## config.mk

```make
export PLATFORM = sky130hd
export DESIGN_NAME = v_disparity_row_histogram
export DESIGN_NICKNAME = d
export VERILOG_FILES = /design/src/rtl/vdrh_pkg.sv /design/src/rtl/vdrh_cell.sv /design/src/rtl/v_disparity_row_histogram.sv
export SDC_FILE = /design/constraint.sdc
export NUM_CORES = 2
export LEC_CHECK = 0
export BUFFER_PORTS_ARGS = -buffer_cell sky130_fd_sc_hd__buf_2
export CAP_MARGIN = 5
export CELL_PAD_IN_SITES_DETAIL_PLACEMENT = 2
export CELL_PAD_IN_SITES_GLOBAL_PLACEMENT = 2
export CORE_ASPECT_RATIO = 2
export CORE_UTILIZATION = 25
export CTS_CLUSTER_DIAMETER = 60
export CTS_CLUSTER_SIZE = 24
export DETAILED_ROUTE_END_ITERATION = 8
export GPL_TIMING_DRIVEN = 0
export PLACE_DENSITY = 0.59
export SLEW_MARGIN = 20
export SYNTH_ARGS = -nofsm -noshare
export SYNTH_HDL_FRONTEND = slang
export SYNTH_SLANG_ARGS = --single-unit
```

## constraint.sdc

```tcl
create_clock -name aclk -period 54 [get_ports aclk]
set_input_delay 5.4 -clock aclk [delete_from_list [all_inputs] [get_ports aclk]]
set_output_delay 5.4 -clock aclk [all_outputs]
set_load 0.02 [all_outputs]
```

## src/rtl/vdrh_pkg.sv

```systemverilog
package vdrh_pkg;

    // Configuration register file
    localparam int          BINS_W       = 7;
    localparam logic [BINS_W-1:0] BINS_RESET = 7'd64;
    localparam int          PADDR_W      = 3;
    localparam logic        REG_BINS_IDX = 1'b0;   // word index of bins_in_use

    // Result field widths
    localparam int          ROW_OUT_W    = 10;
    localparam int          BIN_OUT_W    = 6;
    localparam int          CNT_OUT_W    = 11;
    localparam int          DISP_W       = 8;

    // Controls broadcast to every counting cell
    typedef struct packed {
        logic pix_valid;   // pixel accepted this cycle
        logic row_end;     // accepted pixel closes its row: snapshot and clear
        logic shift;       // result taken: dump chain moves one cell toward the head
    } cell_ctrl_t;

endpackage

```

## src/rtl/vdrh_cell.sv

```systemverilog
module vdrh_cell #(
    parameter int BIN            = 0,
    parameter int MAX_BINS       = 64,
    parameter int MAX_ROW_PIXELS = 1024
) (
    input  logic                                      aclk,
    input  logic                                      aresetn,
    input  vdrh_pkg::cell_ctrl_t                      ctrl,
    input  logic [vdrh_pkg::DISP_W-1:0]               disparity,
    input  logic [$clog2(MAX_BINS+1)-1:0]             bins_eff,
    input  logic [$clog2(MAX_ROW_PIXELS+1)-1:0]       dump_in,
    output logic [$clog2(MAX_ROW_PIXELS+1)-1:0]       dump_out
);

    localparam int CNT_W = $clog2(MAX_ROW_PIXELS + 1);
    localparam int NB_W  = $clog2(MAX_BINS + 1);

    logic [CNT_W-1:0] cnt_reg;
    logic [CNT_W-1:0] cnt_next;
    logic [CNT_W-1:0] cnt_inc;
    logic [CNT_W-1:0] dump_reg;
    logic [CNT_W-1:0] dump_next;
    logic             hit;

    assign hit = ctrl.pix_valid
              && ({1'b0, disparity} == (vdrh_pkg::DISP_W + 1)'(BIN))
              && (NB_W'(BIN) < bins_eff);

    // saturating count, includes the pixel of this cycle
    assign cnt_inc = (hit && (cnt_reg != CNT_W'(MAX_ROW_PIXELS))) ? cnt_reg + 1'b1 : cnt_reg;

    always_comb begin
        cnt_next  = cnt_inc;
        dump_next = dump_reg;
        if (ctrl.row_end) begin
            cnt_next  = '0;
            dump_next = cnt_inc;
        end else if (ctrl.shift) begin
            dump_next = dump_in;
        end
    end

    always_ff @(posedge aclk) begin
        if (!aresetn) begin
            cnt_reg <= '0;
        end else begin
            cnt_reg <= cnt_next;
        end
    end

    always_ff @(posedge aclk) begin
        dump_reg <= dump_next;
    end

    assign dump_out = dump_reg;

endmodule

```

## src/rtl/v_disparity_row_histogram.sv

```systemverilog
// V-disparity row histogram. Takes one disparity pixel per cycle in raster order
// and counts, per row, the pixels at each disparity 0..bins_in_use-1 (larger values
// are ignored, counts saturate at MAX_ROW_PIXELS). A row of MAX_BINS cells holds the
// live counters; on the row-end pixel every cell copies its count into a second
// register and clears, so the next row is counted while the old one drains. The
// copies shift toward cell 0 one place per taken result, giving one result per cycle
// while m_ready is high (row, bin, count, last-bin) in ascending bin order. Ordinary
// pixels are always taken at one per cycle; a row-end pixel waits until the previous
// row's results are all taken. Reset clears all counters at once. bins_in_use
// (APB address 0, reset 64) is clamped into 1..MAX_BINS.
module v_disparity_row_histogram #(
    parameter int MAX_BINS       = 64,
    parameter int MAX_ROW_PIXELS = 1024,
    parameter int MAX_ROWS       = 1024
) (
    input  logic                                  aclk,
    input  logic                                  aresetn,
    // APB configuration
    input  logic                                  psel,
    input  logic                                  penable,
    input  logic                                  pwrite,
    input  logic [vdrh_pkg::PADDR_W-1:0]          paddr,
    input  logic [31:0]                           pwdata,
    output logic [31:0]                           prdata,
    output logic                                  pready,
    // pixel input
    input  logic                                  s_valid,
    output logic                                  s_ready,
    input  logic [vdrh_pkg::DISP_W-1:0]           s_disparity,
    input  logic                                  s_end_of_row,
    // histogram results
    output logic                                  m_valid,
    input  logic                                  m_ready,
    output logic [vdrh_pkg::ROW_OUT_W-1:0]        m_row_number,
    output logic [vdrh_pkg::BIN_OUT_W-1:0]        m_bin_index,
    output logic [vdrh_pkg::CNT_OUT_W-1:0]        m_pixel_count,
    output logic                                  m_last_bin
);

    localparam int CNT_W = $clog2(MAX_ROW_PIXELS + 1);
    localparam int NB_W  = $clog2(MAX_BINS + 1);
    localparam int IDX_W = $clog2(MAX_BINS);
    localparam int ROW_W = $clog2(MAX_ROWS);
    localparam int CMP_W = (NB_W > vdrh_pkg::BINS_W) ? NB_W : vdrh_pkg::BINS_W;

    logic [vdrh_pkg::BINS_W-1:0] bins_reg;
    logic [NB_W-1:0]             bins_eff;
    logic [NB_W-1:0]             nb_reg;
    logic [IDX_W-1:0]            idx_reg;
    logic [ROW_W-1:0]            row_reg;
    logic [ROW_W-1:0]            row_out_reg;
    logic                        busy_reg;
    logic                        pix_acc;
    logic                        row_end;
    logic                        res_acc;
    logic                        last_now;
    vdrh_pkg::cell_ctrl_t        ctrl;
    logic [CNT_W-1:0]            dump_w [MAX_BINS];
    logic                        cfg_wr;

    // ---------------- configuration ----------------
    assign pready = 1'b1;
    assign cfg_wr = psel && penable && pwrite && (paddr[2] == vdrh_pkg::REG_BINS_IDX);
    assign prdata = (paddr[2] == vdrh_pkg::REG_BINS_IDX) ? 32'(bins_reg) : 32'd0;

    always_ff @(posedge aclk) begin
        if (!aresetn) begin
            bins_reg <= vdrh_pkg::BINS_RESET;
        end else if (cfg_wr) begin
            bins_reg <= pwdata[vdrh_pkg::BINS_W-1:0];
        end
    end

    always_comb begin
        if (bins_reg == '0) begin
            bins_eff = NB_W'(1);
        end else if (CMP_W'(bins_reg) > CMP_W'(MAX_BINS)) begin
            bins_eff = NB_W'(MAX_BINS);
        end else begin
            bins_eff = NB_W'(bins_reg);
        end
    end

    // ---------------- handshake control ----------------
    assign s_ready  = !busy_reg || !s_end_of_row;
    assign pix_acc  = s_valid && s_ready;
    assign row_end  = pix_acc && s_end_of_row;
    assign res_acc  = busy_reg && m_ready;
    assign last_now = (NB_W'(idx_reg) == nb_reg - 1'b1);

    assign ctrl.pix_valid = pix_acc;
    assign ctrl.row_end   = row_end;
    assign ctrl.shift     = res_acc;

    always_ff @(posedge aclk) begin
        if (!aresetn) begin
            busy_reg <= 1'b0;
            row_reg  <= '0;
        end else begin
            if (row_end) begin
                busy_reg <= 1'b1;
                row_reg  <= (row_reg == ROW_W'(MAX_ROWS - 1)) ? '0 : row_reg + 1'b1;
            end else if (res_acc && last_now) begin
                busy_reg <= 1'b0;
            end
        end
    end

    always_ff @(posedge aclk) begin
        if (row_end) begin
            nb_reg      <= bins_eff;
            idx_reg     <= '0;
            row_out_reg <= row_reg;
        end else if (res_acc) begin
            idx_reg     <= idx_reg + 1'b1;
        end
    end

    // ---------------- cell chain ----------------
    for (genvar i = 0; i < MAX_BINS; i++) begin : g_cell
        logic [CNT_W-1:0] nbr;
        if (i == MAX_BINS - 1) begin : g_tail
            assign nbr = '0;
        end else begin : g_mid
            assign nbr = dump_w[i+1];
        end
        vdrh_cell #(
            .BIN            (i),
            .MAX_BINS       (MAX_BINS),
            .MAX_ROW_PIXELS (MAX_ROW_PIXELS)
        ) u_cell (
            .aclk      (aclk),
            .aresetn   (aresetn),
            .ctrl      (ctrl),
            .disparity (s_disparity),
            .bins_eff  (bins_eff),
            .dump_in   (nbr),
            .dump_out  (dump_w[i])
        );
    end

    // ---------------- results ----------------
    assign m_valid       = busy_reg;
    assign m_row_number  = vdrh_pkg::ROW_OUT_W'(row_out_reg);
    assign m_bin_index   = vdrh_pkg::BIN_OUT_W'(idx_reg);
    assign m_pixel_count = vdrh_pkg::CNT_OUT_W'(dump_w[0]);
    assign m_last_bin    = last_now;

endmodule

```

==> results.md <==
- Final Hold Viols: 0
- Count leader, synth: nor2_1
- Core region area: between 0.2 and 0.3 mm²
- Post-synthesis cell type count: 75
- Worst clock skew: between 0.06 and 0.07 ns
- Area Overhead vs Synth: 14.2%
- Chip height: slightly above 700 µm
- Mapped cell area: 0.0644 mm²
- Min Hold Slack: between 0.4 and 0.5 ns
- MaxCap Viol Count: 0
- Max Fanout on Critical Path: 8
- Post-detailed-route count of antenna-violating nets: 0
- Synth Flop Type: dfxtp_1
- CTS tree: built
- Port Buffers: 59
- Routability cong.: between 0.8 and 0.9
- Initial antenna violation count: 18
- Synth area leaders: edfxtp_1 34%, dfxtp_1 23%, xnor2_1 5.6%, nor2_1 5.4%, nand2_1 5.4%
- Final TNS setup: 0 ns
- Arr. time, crit path: approximately 6.4 ns
- Initial DRC Count: 1,958
- Multi-input logic area: ~0.026 mm²
- Resized Gates After CTS: 0
- RSZ-0062 raised after global routing: no
- Synth Area in Compound Gates: under 10%
- Final WL: approximately 240,000 µm
- Nets: approximately 7,000
- Register area: 0.0362 mm²
- Commonest cells post-synth: 935 x nor2_1, 927 x nand2_1, 728 x dfxtp_1
- Max H-tree Level: 3
- Post-Synth Simple-Gate Area: about 22%
- Number of synthesis warnings: 0
- Leakage power: about 24 nW
- Crit end category: output port
- Clk slew on worst S/H paths: 0.09 ns
- Worst-margin pin slew: 1.12 ns
- Largest family of logic cells by synthesized area: simple AND/OR/NAND/NOR gates
- GRT overflow: 0
- I/O pin cnt: 114
- CTS buffer count: approximately 100
- Post-CTS Setup Inserts: 0
- Initial DRT Pass Iterations: 7
- Share of cells above drive strength 1: under 10%
- GRT Overall Usage: between 10% and 20%
- Clk_lat worst skew: 0.79 ns
- DRC: 0
- Die ar.: approximately 0.26 mm²
- Max VDD drop: 22.1 µV
- Number of global-route vias before repair: about 55,000
- Num rows: 263
- Largest net degree at the start of global routing: 55
- Post-synth EDFFs: 721
- Die W: 361 µm
- Clock Sinks: 1,449
- Final slew viol count: 0
- # setup viols final: 0
- Outcome: complete, no violations
- Vias/cell: between 4 and 5
- Post-route minimum period: between 10 and 15 ns
- Fmax: between 80 and 90 MHz
- Fill cells: about 28,000
- Area share of fa/ha/maj cells after synthesis: under 10%
- Startpoint types: primary input
- Top cell type by total area after synthesis: edfxtp_1
- Synth Area in XOR/XNOR: 8.73%
- Post-placement cell count: ~10,000
- Share of the synthesized area in the top cell type: about 34%
- Total power draw: 2.27 mW
- First-pass GRT wire length: 351,000 µm
- CTS root buf: clkbuf_16
- Post-synthesis mux area share: 1.04%
- CTS hold repair buffers: 0
- Post-synthesis sequential area ratio: a little under three fifths
- CTS Buffer Depth: 3
- Seq cells post-synth: ~1,400
- HPWL Detailed: 187,000 µm
- Post-Layout Cell Count: about 10,000
- Wire per inst: between 20 and 25 µm
- Mean Syn Cell Area: a little under 10 µm²
- Final period util: between 20% and 30%
- Total number of vias: 48,900
- Post-synth ARST share: 0%
- Initial Utilization: 25.1%
- Worst EP required: 48.60 ns
- WS Path Type: in -> out
- Hold WC Path Type: reg -> reg
- Slew Limit Headroom: 24.9%
- Pwr/cell area: 30.9 mW/mm²
- Util after Layout: about 29%
- Mapped Cells: between 6,000 and 7,000
-- cell usage in the layout, fill, tap and decap left out, drive strengths merged, types with 4 or more instances in the layout --
cell type,Yosys,final
clkinv,0,34
o21ai,708,708
nand4,221,221
xor2,229,229
inv,215,249
nor2,937,937
nor2b,7,7
a21oi,28,28
a31oi,9,9
a2111oi,5,5
edfxtp,721,721
xnor2,413,413
dfxtp,728,728
nor3b,7,7
nor4,115,115
bufinv,0,6
or4,5,5
nand3,209,209
diode,0,6
and4b,6,6
and4,32,32
nand2,927,927
clkinvlp,0,9
nor4b,72,72
clkbuf,255,370
conb,2,26
or3,6,6
mux2i,66,66
ha,131,131
and3,97,97
nand4b,51,51
or2,8,8
nand2b,10,10
buf,86,180
nor3,180,180
and4bb,4,4
and2,27,27
-- cell families after synthesis --
kind of cell               after synthesis
muxes                                   67
AOI/OAI and AO/OA                      780
buffers and inverters                  556
adders and majority gates              131
other                                    2
and+or+nand+nor                       2930
DFF                                   1449
xor gates and xnor gates               642
-- report_power, final --
part           total (mW)  internal (mW)  switching, mW
clock network       0.902          0.422          0.479
registers            1.22           1.21         0.0146
logic               0.150         0.0330          0.117
-- final timing paths --
kind	from	endpoint	slack (ns)	cells past startpoint
max	paddr[2]	prdata[5]	42.23	3
min	row_reg[5]$_SDFFE_PN0P_	m_row_number[5]$_DFFE_PP_	0.49	0
min reg2reg	row_reg[5]$_SDFFE_PN0P_	m_row_number[5]$_DFFE_PP_	0.49	0
max reg2reg	m_valid$_SDFFE_PN0P_	g_cell[53].u_cell.dump_out[8]$_DFFE_PP_	46.96	11
-- metrics by stage --
| stage | worst slack [ns] | area [µm²] |
|---|---|---|
| after detailed placement | 42.26 | 69700 |
| after floorplan | 30.78 | 64500 |
| after global routing | 42.22 | 73600 |
| final | 42.23 | 73600 |
| after global placement | 17.90 | 68900 |
| after CTS | 42.26 | 73600 |
-- critical path: stages --
cell and delay [ns]:
buf_2 0.23, nor2b_1 0.46, buf_2 0.26
-- cell type report --
class,count,area share (%)
antenna,6,0.0204
buffer,341,2.00
clock buffer,115,3.72
clock inverter,83,1.48
inverter,215,1.10
multi-input combinational,4576,35.5
sequential,1449,49.2
tap,3312,5.63
timing repair buffer,94,1.30
-- routing by layer --
layer / up-vias / GRT usage [%] / wire (µm)
met5: - / 0 / 23
met4: 4 / 7.57 / 10600
met3: 327 / 1.52 / 5050
met2: 606 / 38.7 / 141000
met1: 25000 / 16.6 / 80600
li1: 23000 / - / -
No activity file was read; power rests on OpenSTA's default activity.
